### src/rtl/core/yolo_cell_box_decode_assert.svh
// Assertion macros shared by the box decode RTL.
// Depends on a clk_i / rst_ni pair in the including module.
`ifndef YOLO_CELL_BOX_DECODE_ASSERT_SVH
`define YOLO_CELL_BOX_DECODE_ASSERT_SVH
// Check a property on every clock edge outside reset.
`define YCBD_ASSERT(lbl, prop, msg) \
  lbl: assert property (@(posedge clk_i) disable iff (!rst_ni) (prop)) else $error(msg);
// Check that a condition implies another one on the next edge.
`define YCBD_ASSERT_NEXT(lbl, cond, prop, msg) \
  lbl: assert property (@(posedge clk_i) disable iff (!rst_ni) (cond) |=> (prop)) \
    else $error(msg);
`endif

### src/rtl/core/ycbd_pkg.sv
// Package for the box decode block: sequencer states, status struct and
// the fixed-point sigmoid, exp and saturation helpers. No dependencies.
`default_nettype none
package ycbd_pkg;

  localparam int unsigned MaxClasses = 128;
  localparam int unsigned MaxGrid    = 256;
  localparam int unsigned DivW       = 48;
  localparam int unsigned DsrW       = 18;

  localparam logic [1:0] RegNumClasses = 2'd0;
  localparam logic [1:0] RegThreshold  = 2'd1;

  typedef enum logic [2:0] {
    ST_IDLE, ST_CHECK, ST_LOAD, ST_DIV, ST_FIN, ST_SIZE, ST_OUT
  } state_e;

  typedef struct packed {
    logic busy;
    logic done;
  } div_stat_t;

  function automatic logic [16:0] fx_sigmoid(input logic signed [15:0] x);
    logic [16:0] a;
    logic [16:0] y;
    a = x[15] ? 17'(-$signed({x[15], x})) : {1'b0, x};
    if (a < 17'd256)       y = 17'd32768 + {3'b0, a[7:0], 6'b0};
    else if (a < 17'd640)  y = 17'd40960 + {2'b0, a[9:0], 5'b0};
    else if (a < 17'd1152) y = 17'd56320 + {3'b0, a[10:0], 3'b0};
    else                   y = 17'd65536;
    return x[15] ? 17'(17'd65536 - y) : y;
  endfunction

  function automatic logic [31:0] fx_exp(input logic signed [15:0] x);
    logic signed [33:0] p;
    logic signed [25:0] t;
    logic signed [9:0]  n;
    logic [16:0]        m;
    logic [32:0]        v;
    logic [9:0]         nn;
    p  = $signed({{18{x[15]}}, x}) * 34'sd94548;
    t  = 26'(p >>> 8);
    n  = t[25:16];
    m  = {1'b1, t[15:0]};
    nn = 10'(-n);
    v  = 33'({16'b0, m} << n[3:0]);
    if (n >= 10'sd16) return 32'hFFFF_FFFF;
    if (n >= 10'sd0) return v[32] ? 32'hFFFF_FFFF : v[31:0];
    if (nn >= 10'd18) return 32'd0;
    return {15'b0, m >> nn[4:0]};
  endfunction

  function automatic logic signed [23:0] sat24(input logic signed [49:0] v);
    if (v > 50'sd8388607) return 24'sh7FFFFF;
    if (v < -50'sd8388608) return 24'sh800000;
    return v[23:0];
  endfunction

endpackage
`default_nettype wire

### src/rtl/core/ycbd_div.sv
// Shared restoring divider, one quotient bit per cycle.
// Depends on ycbd_pkg for widths and the status struct.
`default_nettype none
module ycbd_div import ycbd_pkg::*; (
  input  wire logic              clk_i,
  input  wire logic              rst_ni,
  input  wire logic              start_i,
  input  wire logic [DivW-1:0]   dividend_i,
  input  wire logic [DsrW-1:0]   divisor_i,
  output div_stat_t              stat_o,
  output logic      [DivW-1:0]   quot_o
);
  logic [DivW-1:0] quot_q, quot_d;
  logic [DsrW-1:0] rem_q, rem_d, dsr_q, dsr_d;
  logic [5:0]      cnt_q, cnt_d;
  logic            busy_q, busy_d, done_q, done_d;
  logic [DsrW:0]   trial;

  always_comb begin
    quot_d = quot_q;
    rem_d  = rem_q;
    dsr_d  = dsr_q;
    cnt_d  = cnt_q;
    busy_d = busy_q;
    done_d = 1'b0;
    trial  = {rem_q, quot_q[DivW-1]};
    if (start_i) begin
      quot_d = dividend_i;
      rem_d  = '0;
      dsr_d  = divisor_i;
      cnt_d  = 6'(DivW - 1);
      busy_d = 1'b1;
    end else if (busy_q) begin
      // shift in the next dividend bit, subtract when it fits
      if (trial >= {1'b0, dsr_q}) begin
        rem_d  = DsrW'(trial - {1'b0, dsr_q});
        quot_d = {quot_q[DivW-2:0], 1'b1};
      end else begin
        rem_d  = trial[DsrW-1:0];
        quot_d = {quot_q[DivW-2:0], 1'b0};
      end
      cnt_d = cnt_q - 6'd1;
      if (cnt_q == '0) begin
        busy_d = 1'b0;
        done_d = 1'b1;
      end
    end
  end

  always_ff @(posedge clk_i or negedge rst_ni) begin
    if (!rst_ni) begin
      busy_q <= 1'b0;
      done_q <= 1'b0;
      cnt_q  <= '0;
    end else begin
      busy_q <= busy_d;
      done_q <= done_d;
      cnt_q  <= cnt_d;
    end
  end

  always_ff @(posedge clk_i) begin
    quot_q <= quot_d;
    rem_q  <= rem_d;
    dsr_q  <= dsr_d;
  end

  assign stat_o.busy = busy_q;
  assign stat_o.done = done_q;
  assign quot_o      = quot_q;
endmodule
`default_nettype wire

### src/rtl/core/yolo_cell_box_decode.sv
// YOLO cell box decode: channels in over a stream, at most one detection out.
// Usage:
//   s_axis: one logit request per channel in order x, y, w, h, objectness,
//     then class scores; tlast marks the final class channel. Cell, grid,
//     anchor and net size fields are used from the tlast request only.
//   cfg: index 0 writes num_classes, index 1 the Q1.16 threshold; write idle.
//   m_axis: one detection (or layout error flagged in tuser) per tlast
//     request that qualifies; nothing when the score is below threshold.
// Sequencing:
//   Non-last channels take one cycle each. A tlast request goes to a check
//   state; a box below threshold is then done. A detection runs four
//   divisions on the shared 48-bit restoring divider, each a load, 48 bits
//   and a store, then a corner step and a size step before m_axis_tvalid.
//   A layout error goes from the check state straight to the output state.
//   s_axis_tready is low from tlast until the result is taken or dropped.
// Reset: registers return to num_classes 20 and threshold 16384, the
//   channel accumulators clear. A stalled receiver holds the detection in
//   the output register; accumulators clear when it is taken.
`default_nettype none
module yolo_cell_box_decode import ycbd_pkg::*; (
  input  wire logic         clk_i,
  input  wire logic         rst_ni,
  input  wire logic         s_axis_tvalid,
  output logic              s_axis_tready,
  // logit[15:0] cell_col[23:16] cell_row[31:24] grid_width[40:32]
  // grid_height[49:41] anchor_width[65:50] anchor_height[81:66]
  // net_width[94:82] net_height[107:95], zero pad to 112
  input  wire logic [111:0] s_axis_tdata,
  input  wire logic         s_axis_tlast,
  output logic              m_axis_tvalid,
  input  wire logic         m_axis_tready,
  // x_min[23:0] y_min[47:24] x_max[71:48] y_max[95:72] box_width[119:96]
  // box_height[143:120] class_id[150:144] score[167:151]
  output logic [167:0]      m_axis_tdata,
  // layout_error[0]
  output logic              m_axis_tuser,
  input  wire logic         cfg_valid_i,
  output logic              cfg_ready_o,
  input  wire logic [1:0]   cfg_index_i,
  input  wire logic [16:0]  cfg_data_i
);
  state_e state_q, state_d;

  logic [7:0]  nc_q;
  logic [16:0] thr_q;
  logic [7:0]  cnt_q, pos_q;
  logic [16:0] sig_x_q, sig_y_q, obj_q;
  logic [31:0] exp_w_q, exp_h_q;
  logic signed [15:0] best_q;
  logic [6:0]  best_cls_q;

  logic [7:0]  col_q, row_q;
  logic [8:0]  gw_q, gh_q;
  logic [15:0] aw_q, ah_q;
  logic [12:0] nw_q, nh_q;
  logic [1:0]  idx_q;
  logic [24:0] cx_q, cy_q;
  logic [42:0] hw_q, hh_q;

  logic signed [23:0] x0_q, y0_q, x1_q, y1_q, bw_q, bh_q;
  logic [6:0]  cls_out_q;
  logic [16:0] score_q;
  logic        err_q;

  logic signed [15:0] logit;
  logic        accept, clear, div_start, ok, below;
  logic [16:0] cls_sig, score;
  logic [33:0] sprod;
  logic [8:0]  gsel;
  logic [12:0] nsel;
  logic [47:0] dividend, mprod;
  logic [17:0] divisor;
  logic [47:0] quot;
  div_stat_t   dstat;

  assign logit       = $signed(s_axis_tdata[15:0]);
  assign accept      = s_axis_tvalid && s_axis_tready;
  assign cfg_ready_o = 1'b1;

  // box check from the held accumulators
  assign ok = (pos_q != 8'd255) && (nc_q <= 8'(MaxClasses))
           && ({1'b0, pos_q} == 9'd4 + {1'b0, nc_q});
  assign cls_sig = (pos_q >= 8'd5) ? fx_sigmoid(best_q) : 17'd0;
  assign sprod   = obj_q * cls_sig;
  assign score   = sprod[32:16];
  assign below   = score < thr_q;

  // shared divider operands: centers first, then half sizes
  always_comb begin
    gsel  = idx_q[0] ? gh_q : gw_q;
    nsel  = idx_q[0] ? nh_q : nw_q;
    if (gsel == 9'd0) gsel = 9'd1;
    else if (gsel > 9'(MaxGrid)) gsel = 9'(MaxGrid);
    if (nsel == 13'd0) nsel = 13'd1;
    mprod = (idx_q[0] ? exp_h_q : exp_w_q) * (idx_q[0] ? ah_q : aw_q);
    if (idx_q[1]) begin
      dividend = mprod;
      divisor  = {nsel, 5'b0};
    end else begin
      dividend = 48'({idx_q[0] ? row_q : col_q, 16'b0})
               + 48'(idx_q[0] ? sig_y_q : sig_x_q);
      divisor  = {9'b0, gsel};
    end
  end

  ycbd_div u_div (
    .clk_i      (clk_i),
    .rst_ni     (rst_ni),
    .start_i    (div_start),
    .dividend_i (dividend),
    .divisor_i  (divisor),
    .stat_o     (dstat),
    .quot_o     (quot)
  );

  // next state
  always_comb begin
    state_d = state_q;
    unique case (state_q)
      ST_IDLE:  if (accept && s_axis_tlast) state_d = ST_CHECK;
      ST_CHECK: begin
        if (!ok) state_d = ST_OUT;
        else if (below) state_d = ST_IDLE;
        else state_d = ST_LOAD;
      end
      ST_LOAD:  state_d = ST_DIV;
      ST_DIV:   if (dstat.done) state_d = (idx_q == 2'd3) ? ST_FIN : ST_LOAD;
      ST_FIN:   state_d = ST_SIZE;
      ST_SIZE:  state_d = ST_OUT;
      ST_OUT:   if (m_axis_tready) state_d = ST_IDLE;
      default:  state_d = ST_IDLE;
    endcase
  end

  // outputs of the sequencer
  always_comb begin
    s_axis_tready = (state_q == ST_IDLE);
    m_axis_tvalid = (state_q == ST_OUT);
    div_start     = (state_q == ST_LOAD);
    clear = ((state_q == ST_CHECK) && ok && below)
         || ((state_q == ST_OUT) && m_axis_tready);
  end

  always_ff @(posedge clk_i or negedge rst_ni) begin
    if (!rst_ni) begin
      state_q    <= ST_IDLE;
      nc_q       <= 8'd20;
      thr_q      <= 17'd16384;
      cnt_q      <= '0;
      sig_x_q    <= '0;
      sig_y_q    <= '0;
      obj_q      <= '0;
      exp_w_q    <= '0;
      exp_h_q    <= '0;
      best_q     <= '0;
      best_cls_q <= '0;
      idx_q      <= '0;
    end else begin
      state_q <= state_d;
      if (cfg_valid_i) begin
        if (cfg_index_i == RegNumClasses) nc_q <= cfg_data_i[7:0];
        else if (cfg_index_i == RegThreshold) thr_q <= cfg_data_i;
      end
      if (accept) begin
        unique case (cnt_q)
          8'd0: sig_x_q <= fx_sigmoid(logit);
          8'd1: sig_y_q <= fx_sigmoid(logit);
          8'd2: exp_w_q <= fx_exp(logit);
          8'd3: exp_h_q <= fx_exp(logit);
          8'd4: obj_q   <= fx_sigmoid(logit);
          8'd5: begin
            best_q     <= logit;
            best_cls_q <= '0;
          end
          default: begin
            // later class channels beyond the class limit drop out
            if (cnt_q < 8'(MaxClasses + 5) && logit > best_q) begin
              best_q     <= logit;
              best_cls_q <= 7'(cnt_q - 8'd5);
            end
          end
        endcase
        if (cnt_q != 8'd255) cnt_q <= cnt_q + 8'd1;
      end
      if (state_q == ST_CHECK) idx_q <= '0;
      if (state_q == ST_DIV && dstat.done) idx_q <= idx_q + 2'd1;
      if (clear) begin
        cnt_q      <= '0;
        sig_x_q    <= '0;
        sig_y_q    <= '0;
        obj_q      <= '0;
        exp_w_q    <= '0;
        exp_h_q    <= '0;
        best_q     <= '0;
        best_cls_q <= '0;
      end
    end
  end

  // payload registers
  always_ff @(posedge clk_i) begin
    if (accept) begin
      pos_q <= cnt_q;
      col_q <= s_axis_tdata[23:16];
      row_q <= s_axis_tdata[31:24];
      gw_q  <= s_axis_tdata[40:32];
      gh_q  <= s_axis_tdata[49:41];
      aw_q  <= s_axis_tdata[65:50];
      ah_q  <= s_axis_tdata[81:66];
      nw_q  <= s_axis_tdata[94:82];
      nh_q  <= s_axis_tdata[107:95];
    end
    if (state_q == ST_DIV && dstat.done) begin
      unique case (idx_q)
        2'd0: cx_q <= quot[24:0];
        2'd1: cy_q <= quot[24:0];
        2'd2: hw_q <= quot[42:0];
        2'd3: hh_q <= quot[42:0];
        default: ;
      endcase
    end
    if (state_q == ST_CHECK) begin
      err_q     <= !ok;
      cls_out_q <= ok ? best_cls_q : '0;
      score_q   <= ok ? score : '0;
      x0_q <= '0; y0_q <= '0; x1_q <= '0; y1_q <= '0; bw_q <= '0; bh_q <= '0;
    end
    if (state_q == ST_FIN) begin
      x0_q <= sat24($signed({25'b0, cx_q}) - $signed({7'b0, hw_q}));
      x1_q <= sat24($signed({25'b0, cx_q}) + $signed({7'b0, hw_q}));
      y0_q <= sat24($signed({25'b0, cy_q}) - $signed({7'b0, hh_q}));
      y1_q <= sat24($signed({25'b0, cy_q}) + $signed({7'b0, hh_q}));
    end
    if (state_q == ST_SIZE) begin
      bw_q <= sat24(50'(x1_q) - 50'(x0_q) + 50'sd65536);
      bh_q <= sat24(50'(y1_q) - 50'(y0_q) + 50'sd65536);
    end
  end

  assign m_axis_tdata = {score_q, cls_out_q, bh_q, bw_q, y1_q, x1_q, y0_q, x0_q};
  assign m_axis_tuser = err_q;

  `include "yolo_cell_box_decode_assert.svh"

  `YCBD_ASSERT(a_one_side, !(s_axis_tready && m_axis_tvalid), "input open while result held")
  `YCBD_ASSERT(a_err_zero, !(m_axis_tvalid && m_axis_tuser) || (m_axis_tdata == '0), "error with data")
  `YCBD_ASSERT(a_div_seq, !dstat.busy || (state_q == ST_DIV), "divider busy outside divide")
  `YCBD_ASSERT_NEXT(a_load, state_q == ST_LOAD, dstat.busy, "divider did not start")
endmodule
`default_nettype wire
### config.mk
export PLATFORM = sky130hd
export DESIGN_NAME = yolo_cell_box_decode
export DESIGN_NICKNAME = d
export VERILOG_FILES = /design/src/rtl/core/ycbd_pkg.sv /design/src/rtl/core/ycbd_div.sv /design/src/rtl/core/yolo_cell_box_decode.sv
export VERILOG_INCLUDE_DIRS = /design/src /design/src/rtl/core
export SDC_FILE = /design/constraint.sdc
export NUM_CORES = 2
export LEC_CHECK = 0
export ABC_AREA = 1
export BUFFER_PORTS_ARGS = -buffer_cell sky130_fd_sc_hd__buf_2
export CAP_MARGIN = 10
export CORE_MARGIN = 2
export CORE_UTILIZATION = 55
export CTS_CLUSTER_DIAMETER = 60
export DETAILED_ROUTE_END_ITERATION = 8
export GPL_TIMING_DRIVEN = 0
export PLACE_DENSITY_LB_ADDON = 0.08
export SYNTH_ARGS = -nofsm -noshare
export SYNTH_HDL_FRONTEND = slang
export SYNTH_SLANG_ARGS = --single-unit
### constraint.sdc
create_clock -name clk_i -period 11.8 [get_ports clk_i]
set_clock_uncertainty 0.05 [all_clocks]
set_input_delay 0.59 -clock clk_i [delete_from_list [all_inputs] [get_ports clk_i]]
set_output_delay 0.59 -clock clk_i [all_outputs]
set_load 0.05 [all_outputs]
==> results.yml <==
die:
  coreArea_um2: 129600
  ios: 309
  dieArea_um2: 133600
  num_rows: 132
  fp.dieH_um: 365.6
  start_util: 0.5546
  die_w_um: 365.6
clocking:
  cts_tree: "done"
  ctsRootBufferMaster: "clkbuf_16"
  cts_buffer_depth: 3
  cts_buffers: 84
  htree_levels: 3
  clock_latency_ps: 720
  path_clk_slew_ps: 60
  clock-sinks: 664
timing:
  timing_worst_slew_pin_value_ps: 1238
  period_minus_slack_ps: 11270
  fin_crit_sh: 0.9553
  holdWs_ps: 45.80
  slew_headroom: 0.1693
  finalSetupViolations: 0
  hold_viol: 0
  final_max_slew_viol_count: 0
  timing.fmax_mhz: 88.71
logic_synthesis:
  synthMuxAreaShare: 0.003915
  synthCells: 8913
  synth_compound_area_frac: 0.08328
  seq_area_frac_synth: 0.2627
  ys.flop_type: "edfxtp_1"
  ys_warn_count: 0
  synth_fa_ha_area_frac: 0.2900
  synth_area_per_cell_um2: 8.067
  synth_xor_area_frac: 0.03884
  synth.ff_latch_count: 664
  synth_top_family_by_area: "adder cells"
  yosys-top-cells-area: "edfxtp_1 (20%), fa_1 (18%), ha_1 (11%), nand2_1 (9.5%), inv_1 (8.4%)"
  synth_area_um2: 71910
  synth_top_area_frac: 0.1967
  yosys.area.top_type: "edfxtp_1"
  synthArstFlopShare: 0.2636
  synth_edf_count: 471
  synthSimpleGateAreaFrac: 0.2132
  synth_cell_types: 79
drt:
  firstDrtPassIters: 6
  via_count: 62011
  drc_errors: 0
  first_iter_violations: 5227
  via_per_inst: 5.545
  routedWlPerCell_um: 19.66
  ant_nets: 0
  routed_wl_mm: 219.9
setup_path:
  slowest_delay_ps: 670
  critical_path_required_ps: 12200
  crit_fanout: 10
  worst_path_most_repeated_cell: "inv_1"
  crit_slowest_cell: "clkbuf_1"
  setup.worst_path.start_class: "register"
  crit_arrival_ps: 11670
  endpoint_kind: "register"
  crit_type: "reg -> reg"
job:
  max_cap_viol_count: 0
min_path:
  min_path_type: "in -> reg"
global_route:
  grt_usage: 0.3314
  grt_pass1_wl_mm: 342.1
  grt_max_degree: 91
  antenna_found_initial: 1
  gr-total-overflow: 0
  first_global_vias: 61084
run_status:
  outcome: "finished, final reports clean"
layout:
  layout.nets: 10786
  area_growth_pct: 10.41
  final_common_cell: "nand2_1"
  n_antenna_cell: 0
  layout-drive-gt1-share: 0.08071
  mostFrequentLayoutCells: "nand2_1 (1,822), inv_1 (1,613), nor2_1 (781), fa_1 (649), ha_1 (628)"
placed_design:
  port_buffers: 303
  gp_congestion: 0.9976
  hpwl_mm: 182.2
synth_stat cells, types with 6 or more instances:
master / instances
nand2_1: 1824
inv_1: 1615
nor2_1: 789
fa_1: 649
ha_1: 628
edfxtp_1: 471
a21oi_1: 464
nand3_1: 390
o21ai_0: 389
nand4_1: 282
xor2_1: 247
clkbuf_1: 211
dfrtp_1: 172
or2_2: 74
nor3_1: 73
xnor2_1: 70
buf_2: 46
a31oi_1: 34
o21ai_1: 34
buf_6: 30
nor4_1: 30
mux2i_1: 27
nand3b_1: 24
o211ai_1: 24
inv_2: 23
o21a_1: 21
dfxtp_1: 18
nor2_2: 18
a21boi_0: 17
buf_4: 17
o21bai_1: 15
buf_1: 14
nand2_2: 13
a21o_1: 11
nand3_2: 11
o22ai_1: 10
o31ai_1: 10
o221ai_1: 9
clkinv_1: 7
a211oi_1: 6
clkbuf_2: 6
nor3b_1: 6
o21ai_2: 6
worst paths after layout:
path,startpoint,endpoint,slack [ps],cells past startpoint
setup / recovery,idx_q[0],u_div.quot_o[32],530,33
hold / removal,s_axis_tdata[88],nw_q[6],50,1
setup reg to reg,idx_q[0],u_div.quot_o[32],530,33
hold reg to reg,cnt_q[6],pos_q[6],390,0
max in group asynchronous,rst_ni,exp_h_q[12],10170,3
min in group asynchronous,rst_ni,exp_h_q[26],460,2
what timing repair did:
item,in CTS,in global routing
setup buffers,0,3
hold buffers,48,0
hold endpoints to repair,129,0
endpoints found under the setup margin,0,143
resized for setup,0,21
metrics by stage:
| stage | utilization | setup slack, ps | cell area, µm² | std cells | setup TNS [ps] |
|---|---|---|---|---|---|
| after floorplan | - | 2613 | 71910 | 8914 | 0 |
| after global placement | 0.5832 | 129.3 | 75610 | 10959 | 0 |
| after detailed placement | 0.5863 | 300.0 | 76020 | 10977 | 0 |
| after CTS | 0.6118 | 269.8 | 79310 | 11180 | 0 |
| after global routing | 0.6124 | -2.009 | 79390 | 11183 | -2.009 |
| final | 0.6124 | 527.0 | 79390 | 11183 | 0 |
logic make-up after synthesis:
family                   Yosys count
AO/OA/AOI/OAI                   1089
XOR/XNOR                         318
adder cells (fa/ha/maj)         1277
buffers and inverters           1971
flip-flops                       664
multiplexers                      28
other                              2
AND/OR/NAND/NOR                 3564
flip-flops by register name, summed over array words and instances (netlist names), 14 cells and up:
signal,flops
ah_q,16
aw_q,16
best_q,16
bh_q,24
bw_q,24
cx_q,25
cy_q,25
exp_h_q,32
exp_w_q,32
hh_q,43
hw_q,43
obj_q,14
score_q,17
sig_x_q,14
sig_y_q,14
thr_q,17
u_div.dsr_q,18
u_div.quot_o,48
u_div.rem_q,18
x0_q,24
x1_q,24
y0_q,24
y1_q,24
layout make-up:
| type | count | area (µm²) |
|---|---|---|
| plain buffers | 325 | 1594 |
| clock buffers | 95 | 2183 |
| clock inverters | 60 | 631.9 |
| fillers | 11754 | 50260 |
| inverters | 1646 | 6187 |
| multi-input cells | 6279 | 45360 |
| flip-flops and latches | 664 | 18890 |
| well taps | 1742 | 2180 |
| repair buffers | 372 | 2369 |
routing by layer:
metal / part of all wire / GRT usage / wire [µm] / up-vias
met5: 0 / 0 / 0 / -
met4: 0.038 / 0.1225 / 8413 / 0
met3: 0.072 / 0.04703 / 15800 / 385
met2: 0.46 / 0.5363 / 100400 / 2240
met1: 0.43 / 0.4538 / 95240 / 29983
li1: - / - / - / 29403
critical path, delay by kind of cell, from the launching register on:
family,cells,cell delay (ps)
buf+inv,13,3770
flops,1,380
fa+ha+maj,7,3400
simple gates,4,520
compound gates,9,2820
Power is not shown: default switching activity piles up to over one toggle a cycle in this logic, so the estimate is an artifact.
